--- config.mk ---
export PLATFORM = sky130hd
export DESIGN_NAME = turn_signal_debounce_top
export DESIGN_NICKNAME = d
export VERILOG_FILES = /design/src/rtl/tsd_pkg.sv /design/src/rtl/turn_signal_debounce_top.sv
export SDC_FILE = /design/constraint.sdc
export NUM_CORES = 1
export LEC_CHECK = 0
export BUFFER_PORTS_ARGS = -buffer_cell sky130_fd_sc_hd__buf_2
export CAP_MARGIN = 10
export CORE_UTILIZATION = 55
export CTS_CLUSTER_DIAMETER = 30
export DETAILED_ROUTE_END_ITERATION = 8
export PLACE_DENSITY = 0.81
export SYNTH_ARGS = -nofsm -noshare
export SYNTH_HDL_FRONTEND = slang
export SYNTH_SLANG_ARGS = --single-unit
--- constraint.sdc ---
create_clock -name clk -period 14.9 [get_ports clk]
set_input_delay 2.98 -clock clk [delete_from_list [all_inputs] [get_ports clk]]
set_output_delay 2.98 -clock clk [all_outputs]
set_load 0.02 [all_outputs]
--- src/rtl/tsd_pkg.sv ---
`timescale 1ns / 1ps
`default_nettype none
package tsd_pkg;
  typedef enum logic [1:0] {
    CMD_OFF   = 2'd0,
    CMD_LEFT  = 2'd1,
    CMD_RIGHT = 2'd2
  } cmd_t;

  localparam int unsigned WIN_W   = 40;
  localparam int unsigned STAMP_W = 63;
  localparam int unsigned SCORE_W = 32;

  localparam logic [0:0] REG_RELEASE  = 1'b0;
  localparam logic [0:0] REG_ACTIVATE = 1'b1;

  localparam logic [WIN_W-1:0] RELEASE_RESET  = 40'd1000000000;
  localparam logic [WIN_W-1:0] ACTIVATE_RESET = 40'd300000000;

  // exponent all ones means nan or infinity
  function automatic logic score_finite(input logic [SCORE_W-1:0] bits);
    score_finite = (bits[30:23] != 8'hFF);
  endfunction

  // monotonic ordering key, both zeros map to the same key
  function automatic logic [SCORE_W:0] score_key(input logic [SCORE_W-1:0] bits);
    logic [SCORE_W:0] mag;
    mag = {2'b00, bits[30:0]};
    if (bits[31] && (mag != '0)) begin
      score_key = {1'b0, 32'h8000_0000} - mag;
    end else begin
      score_key = {1'b0, 32'h8000_0000} + mag;
    end
  endfunction
endpackage
`default_nettype wire

--- src/rtl/turn_signal_debounce_top.sv ---
`timescale 1ns / 1ps
`default_nettype none
// the result of each input transaction is registered in the output register
// one observation per cycle while out_ready keeps the output taken, set by the single registered state update
// the output register refills in the cycle it is taken, so there is no bubble
// reset (synchronous, rst high): command off, all pending evidence cleared,
// windows back to 1000000000 ns release and 300000000 ns activate
module turn_signal_debounce_top (
  input  wire logic        clk,
  input  wire logic        rst,
  input  wire logic        psel,
  input  wire logic        penable,
  input  wire logic        pwrite,
  input  wire logic [3:0]  paddr,
  input  wire logic [63:0] pwdata,
  output logic      [63:0] prdata,
  output logic             pready,
  input  wire logic        in_valid,
  output logic             in_ready,
  input  wire logic        shape_valid,
  input  wire logic [31:0] score_off,
  input  wire logic [31:0] score_left,
  input  wire logic [31:0] score_right,
  input  wire logic [62:0] time_stamp,
  output logic             out_valid,
  input  wire logic        out_ready,
  output logic [1:0]       command
);
  localparam int unsigned WW = tsd_pkg::WIN_W;
  localparam int unsigned SW = tsd_pkg::STAMP_W;

  logic [WW-1:0] release_window;
  logic [WW-1:0] activate_window;

  logic [1:0]    stable;
  logic [1:0]    stable_next;
  logic          cand_valid, cand_valid_next;
  logic [1:0]    cand_cmd, cand_cmd_next;
  logic [SW-1:0] cand_start, cand_start_next;
  logic          contra_valid, contra_valid_next;
  logic [SW-1:0] contra_start, contra_start_next;
  logic          prev_valid, prev_valid_next;
  logic [SW-1:0] prev_stamp, prev_stamp_next;

  logic accept;
  logic cfg_write;

  assign pready    = 1'b1;
  assign cfg_write = psel && penable && pwrite;
  assign in_ready  = !out_valid || out_ready;
  assign accept    = in_valid && in_ready;

  // configuration registers
  always_ff @(posedge clk) begin
    if (rst) begin
      release_window  <= tsd_pkg::RELEASE_RESET;
      activate_window <= tsd_pkg::ACTIVATE_RESET;
    end else if (cfg_write && paddr[3] == tsd_pkg::REG_RELEASE && paddr[2:0] == 3'd0) begin
      release_window <= pwdata[WW-1:0];
    end else if (cfg_write && paddr[3] == tsd_pkg::REG_ACTIVATE && paddr[2:0] == 3'd0) begin
      activate_window <= pwdata[WW-1:0];
    end
  end

  // register read back
  always_comb begin
    prdata = '0;
    case (paddr[3])
      tsd_pkg::REG_RELEASE:  prdata = {{(64-WW){1'b0}}, release_window};
      tsd_pkg::REG_ACTIVATE: prdata = {{(64-WW){1'b0}}, activate_window};
      default:               prdata = '0;
    endcase
  end

  // observation decode
  logic            finite_all;
  logic [32:0]     k_off, k_left, k_right, best01;
  logic [1:0]      observed;
  logic [1:0]      obs01;
  always_comb begin
    finite_all = shape_valid && tsd_pkg::score_finite(score_off)
                 && tsd_pkg::score_finite(score_left) && tsd_pkg::score_finite(score_right);
    k_off   = tsd_pkg::score_key(score_off);
    k_left  = tsd_pkg::score_key(score_left);
    k_right = tsd_pkg::score_key(score_right);
    if (k_off < k_left) begin
      best01 = k_left;
      obs01  = tsd_pkg::CMD_LEFT;
    end else begin
      best01 = k_off;
      obs01  = tsd_pkg::CMD_OFF;
    end
    observed = (best01 < k_right) ? 2'(tsd_pkg::CMD_RIGHT) : obs01;
  end

  // debounce state update
  logic          backwards, cv, ctv, active, cand_held, contra_held;
  logic [SW-1:0] cs, cts;
  logic [WW-1:0] window;
  logic [SW-1:0] cand_elapsed, contra_elapsed;
  always_comb begin
    stable_next       = stable;
    cand_valid_next   = cand_valid;
    cand_cmd_next     = cand_cmd;
    cand_start_next   = cand_start;
    contra_valid_next = contra_valid;
    contra_start_next = contra_start;
    prev_valid_next   = prev_valid;
    prev_stamp_next   = prev_stamp;
    backwards   = prev_valid && (time_stamp < prev_stamp);
    cv          = cand_valid && !backwards;
    ctv         = contra_valid && !backwards;
    cs          = (!cv || cand_cmd != observed) ? time_stamp : cand_start;
    cts         = ctv ? contra_start : time_stamp;
    active      = (stable != tsd_pkg::CMD_OFF);
    window      = active ? release_window : activate_window;
    cand_elapsed   = time_stamp - cs;
    contra_elapsed = time_stamp - cts;
    cand_held   = (time_stamp >= cs) && (cand_elapsed >= {{(SW-WW){1'b0}}, window});
    contra_held = (time_stamp >= cts) && (contra_elapsed >= {{(SW-WW){1'b0}}, window});
    if (!finite_all) begin
      stable_next       = tsd_pkg::CMD_OFF;
      cand_valid_next   = 1'b0;
      contra_valid_next = 1'b0;
      prev_valid_next   = 1'b0;
    end else begin
      prev_valid_next = 1'b1;
      prev_stamp_next = time_stamp;
      if (observed == stable) begin
        cand_valid_next   = 1'b0;
        contra_valid_next = 1'b0;
      end else begin
        cand_valid_next   = 1'b1;
        cand_cmd_next     = observed;
        cand_start_next   = cs;
        contra_valid_next = 1'b1;
        contra_start_next = cts;
        if (cand_held) begin
          stable_next       = observed;
          cand_valid_next   = 1'b0;
          contra_valid_next = 1'b0;
        end else if (active && contra_held) begin
          stable_next       = tsd_pkg::CMD_OFF;
          cand_valid_next   = 1'b0;
          contra_valid_next = 1'b0;
        end
      end
    end
  end

  // state and result registers
  always_ff @(posedge clk) begin
    if (rst) begin
      stable       <= tsd_pkg::CMD_OFF;
      cand_valid   <= 1'b0;
      cand_cmd     <= '0;
      cand_start   <= '0;
      contra_valid <= 1'b0;
      contra_start <= '0;
      prev_valid   <= 1'b0;
      prev_stamp   <= '0;
      out_valid    <= 1'b0;
      command      <= tsd_pkg::CMD_OFF;
    end else begin
      if (accept) begin
        stable       <= stable_next;
        cand_valid   <= cand_valid_next;
        cand_cmd     <= cand_cmd_next;
        cand_start   <= cand_start_next;
        contra_valid <= contra_valid_next;
        contra_start <= contra_start_next;
        prev_valid   <= prev_valid_next;
        prev_stamp   <= prev_stamp_next;
        command      <= stable_next;
        out_valid    <= 1'b1;
      end else if (out_ready) begin
        out_valid <= 1'b0;
      end
    end
  end

  // result always matches the stable command it reports
  a_cmd_matches: assert property (@(posedge clk) disable iff (rst)
    out_valid |-> (command == stable)) else $error("command differs from state");
  // an invalid observation forces off
  a_force_off: assert property (@(posedge clk) disable iff (rst)
    (accept && !shape_valid) |=> (command == tsd_pkg::CMD_OFF && !cand_valid && !contra_valid))
    else $error("invalid shape did not force off");
  // a pending candidate never names the stable command
  a_cand_differs: assert property (@(posedge clk) disable iff (rst)
    cand_valid |-> (cand_cmd != stable)) else $error("candidate equals stable command");
  // command code stays in range
  a_cmd_range: assert property (@(posedge clk) disable iff (rst)
    stable != 2'd3) else $error("stable command out of range");
endmodule
`default_nettype wire
==> impl_metrics.toml <==
[logic_synthesis]
synth.distinct_cells = 80
ys_ff_latch = 276
synthCells = 3565
ys_top_cells_by_area = "dfxtp_1 (20%), ha_1 (15%), mux2i_1 (9.9%), nand2_1 (7.0%), a21oi_1 (6.7%)"
netlist_area_um2 = 27100
yosys.area.top_type_share_pct = 20.4
async_flop_share_pct = 0
synth_top_area_cell = "dfxtp_1"
synth-seq-area-share_pct = 20.4
yosys.cell_count.top_type = "nand2_1"
ys_warn_count = 0
synth_edf_count = 0
synthFlopType = "dfxtp_1"
syn_avg_cell_area_um2 = 7.61
synth_common_cells = "nand2_1 (507), a21oi_1 (366), ha_1 (333), nor2_1 (295), dfxtp_1 (276)"

[sta]
maxSlewViolCount = 0
relSlewSlack_pct = 25.7
worst_pin_slew_ps = 1110
period_needed_ps = 14740
hold_viol = 0
timing.fmax_ghz = 0.0678
fin_skew_ps = 36.7
hold_slack_ps = 452
setup_slack_ps = 159
setup_viol = 0
final.setup.tns_ps = 0
rsz0062_at_grt = "yes"
timing.final.crit_share_pct = 98.9

[drt]
wl_per_cell_um = 18.9
top_layer_used = "met5"
wl_mm = 91.0
dr.pass1.iters = 5
vias = 29055
first_iter_violations = 2370
wl_met2_mm = 42.9
viasPerCell = 6.03
detail-route-antenna-nets = 0
wl_met3_mm = 6.02
m1WireLength_mm = 36.6
drc = 0

[critical_path]
cp_slowest_stage_delay_ps = 500
critPathArrivalTime_ps = 15220
required_ps = 15380
critPathKind = "primary input to flop"
crit_fanout = 8
endpoint_kind = "flop"
cp-start-kind = "primary input"
slowest_stage = "or4_4"
crit_path_frequent_cell = "buf_6"

[clocking]
htreeDepth = 3
cts_hold_buffers = 0
cts_buffer_depth = 3
cts_root_buffer = "clkbuf_16"
cts_buffers = 68
cts_tree = "done"
cts.sinks = 276
clk_pin_slew_ps = 40
clk_latency_ps = 610

[place]
gp_congestion = 1.02
dp_slack_ps = -986
port_buffers = 254
place_hpwl_mm = 66.1
placed_area_um2 = 31100

[floorplanning]
die_w_um = 224
die_h_um = 224
start_util_pct = 55.6
core_area_um2 = 48800
row_count = 81
die_area_um2 = 50300
io_pins = 304

[final_layout]
post-route-util_pct = 70.9
finish.net_count = 4666
final_area_um2 = 34600
drive_gt1_share_pct = 22.3
area_delta_synth_final_pct = 27.6

[flow_run]
max_cap_violations = 0

[global_route]
grt_usage_pct = 34.3
grt_pass1_wl_mm = 140
antenna_found_initial = 10
overflow = 0
grt_pass1_vias = 27477
grt_max_degree = 105

[pwr]
powerDensity_nw_per_um2 = 107
p_leak_nw = 15.0
peakVddDrop_uv = 134

[status]
status = "finished clean"

[hold_path]
hold_class = "flop to flop"
report_power, final:
part | switching (mW) | internal [mW] | total [mW]
clock | 0.480 | 1.06 | 1.54
combinational | 0.765 | 0.585 | 1.35
sequential | 0.0212 | 0.781 | 0.802
total | 1.27 | 2.43 | 3.70
placed cells by master (no fill, tap or decap), types with 26 or more instances in the layout:
| master | n |
|---|---|
| a211oi_1 | 80 |
| a21o_1 | 80 |
| a21oi_1 | 351 |
| buf_2 | 253 |
| buf_4 | 372 |
| clkbuf_16 | 70 |
| dfxtp_1 | 276 |
| ha_1 | 327 |
| inv_1 | 138 |
| mux2_2 | 42 |
| mux2i_1 | 263 |
| nand2_1 | 502 |
| nand3_1 | 31 |
| nand3b_1 | 27 |
| nand4_1 | 104 |
| nor2_1 | 287 |
| nor3_1 | 45 |
| o21ai_0 | 145 |
| o31ai_1 | 29 |
| or3_1 | 26 |
| xnor2_1 | 85 |
| xor2_1 | 101 |
per-stage QoR:
| step | std cells | power [mW] |
|---|---|---|
| final | 4816 | 3.70 |
| after global routing | 4816 | 3.87 |
| after CTS | 4770 | 3.60 |
| after detailed placement | 4642 | 2.03 |
| after global placement | 4642 | 2.01 |
| after floorplan | 3588 | 1.60 |
cell families after synthesis:
group	after synthesis	synth area share (%)
adders and majority gates	335	15.5
DFF	276	20.4
other	2	0.0277
xor gates and xnor gates	190	6.13
muxes	310	11.6
AOI/OAI and AO/OA	907	20.8
and+or+nand+nor	1198	20.3
buffers and inverters	347	5.25
flip-flops by register name, summed over array words and instances, names as in the netlist:
register	count
contra_valid	1
cand_start	63
activate_window	40
cand_cmd	2
stable	2
out_valid	1
release_window	40
prev_stamp	63
contra_start	63
prev_valid	1
final cells by class:
class,count,area [µm²]
Clock inverter,32,494
Sequential cell,276,5530
Tap cell,664,831
Multi-Input combinational cell,2965,21000
Antenna cell,8,20.0
Timing Repair Buffer,647,4370
Clock buffer,86,1910
Fill cell,3874,14200
Inverter,138,518
critical path: cells and delay by family:
kind	cells	cell delay, ps
multiplexers	2	440
AND/OR/NAND/NOR	17	4000
adder cells (fa/ha/maj)	4	1160
buffers and inverters	10	1550
XOR/XNOR	2	390
AO/OA/AOI/OAI	24	4650
what timing repair did:
action | CTS | global route
buffers inserted | 10 | 40
cloned | 0 | 1
endpoints found under the hold margin | 0 | 0
pin swaps | 19 | 88
resized for setup | 29 | 120
endpoints found under the setup margin | 3 | 3
per-layer routing:
metal  vias up  global-route usage [%]
li1      13965                       -
met1     13631                    41.4
met5         -                       0
met3       324                    5.21
met2      1131                    58.0
met4         4                    19.9
worst paths after layout:
| path | from | end | slack [ps] | depth (start not counted) |
|---|---|---|---|---|
| worst max-delay path | score_off[11] | stable[1]$_SDFFE_PP0P_ | 160 | 59 |
| worst min-delay path | prev_stamp[1]$_SDFFE_PP0P_ | prev_stamp[1]$_SDFFE_PP0P_ | 450 | 2 |
| worst max register to register | prev_stamp[26]$_SDFFE_PP0P_ | stable[0]$_SDFFE_PP0P_ | 5210 | 35 |
| worst min register to register | prev_stamp[1]$_SDFFE_PP0P_ | prev_stamp[1]$_SDFFE_PP0P_ | 450 | 2 |
(Power assumes the default switching activity.)
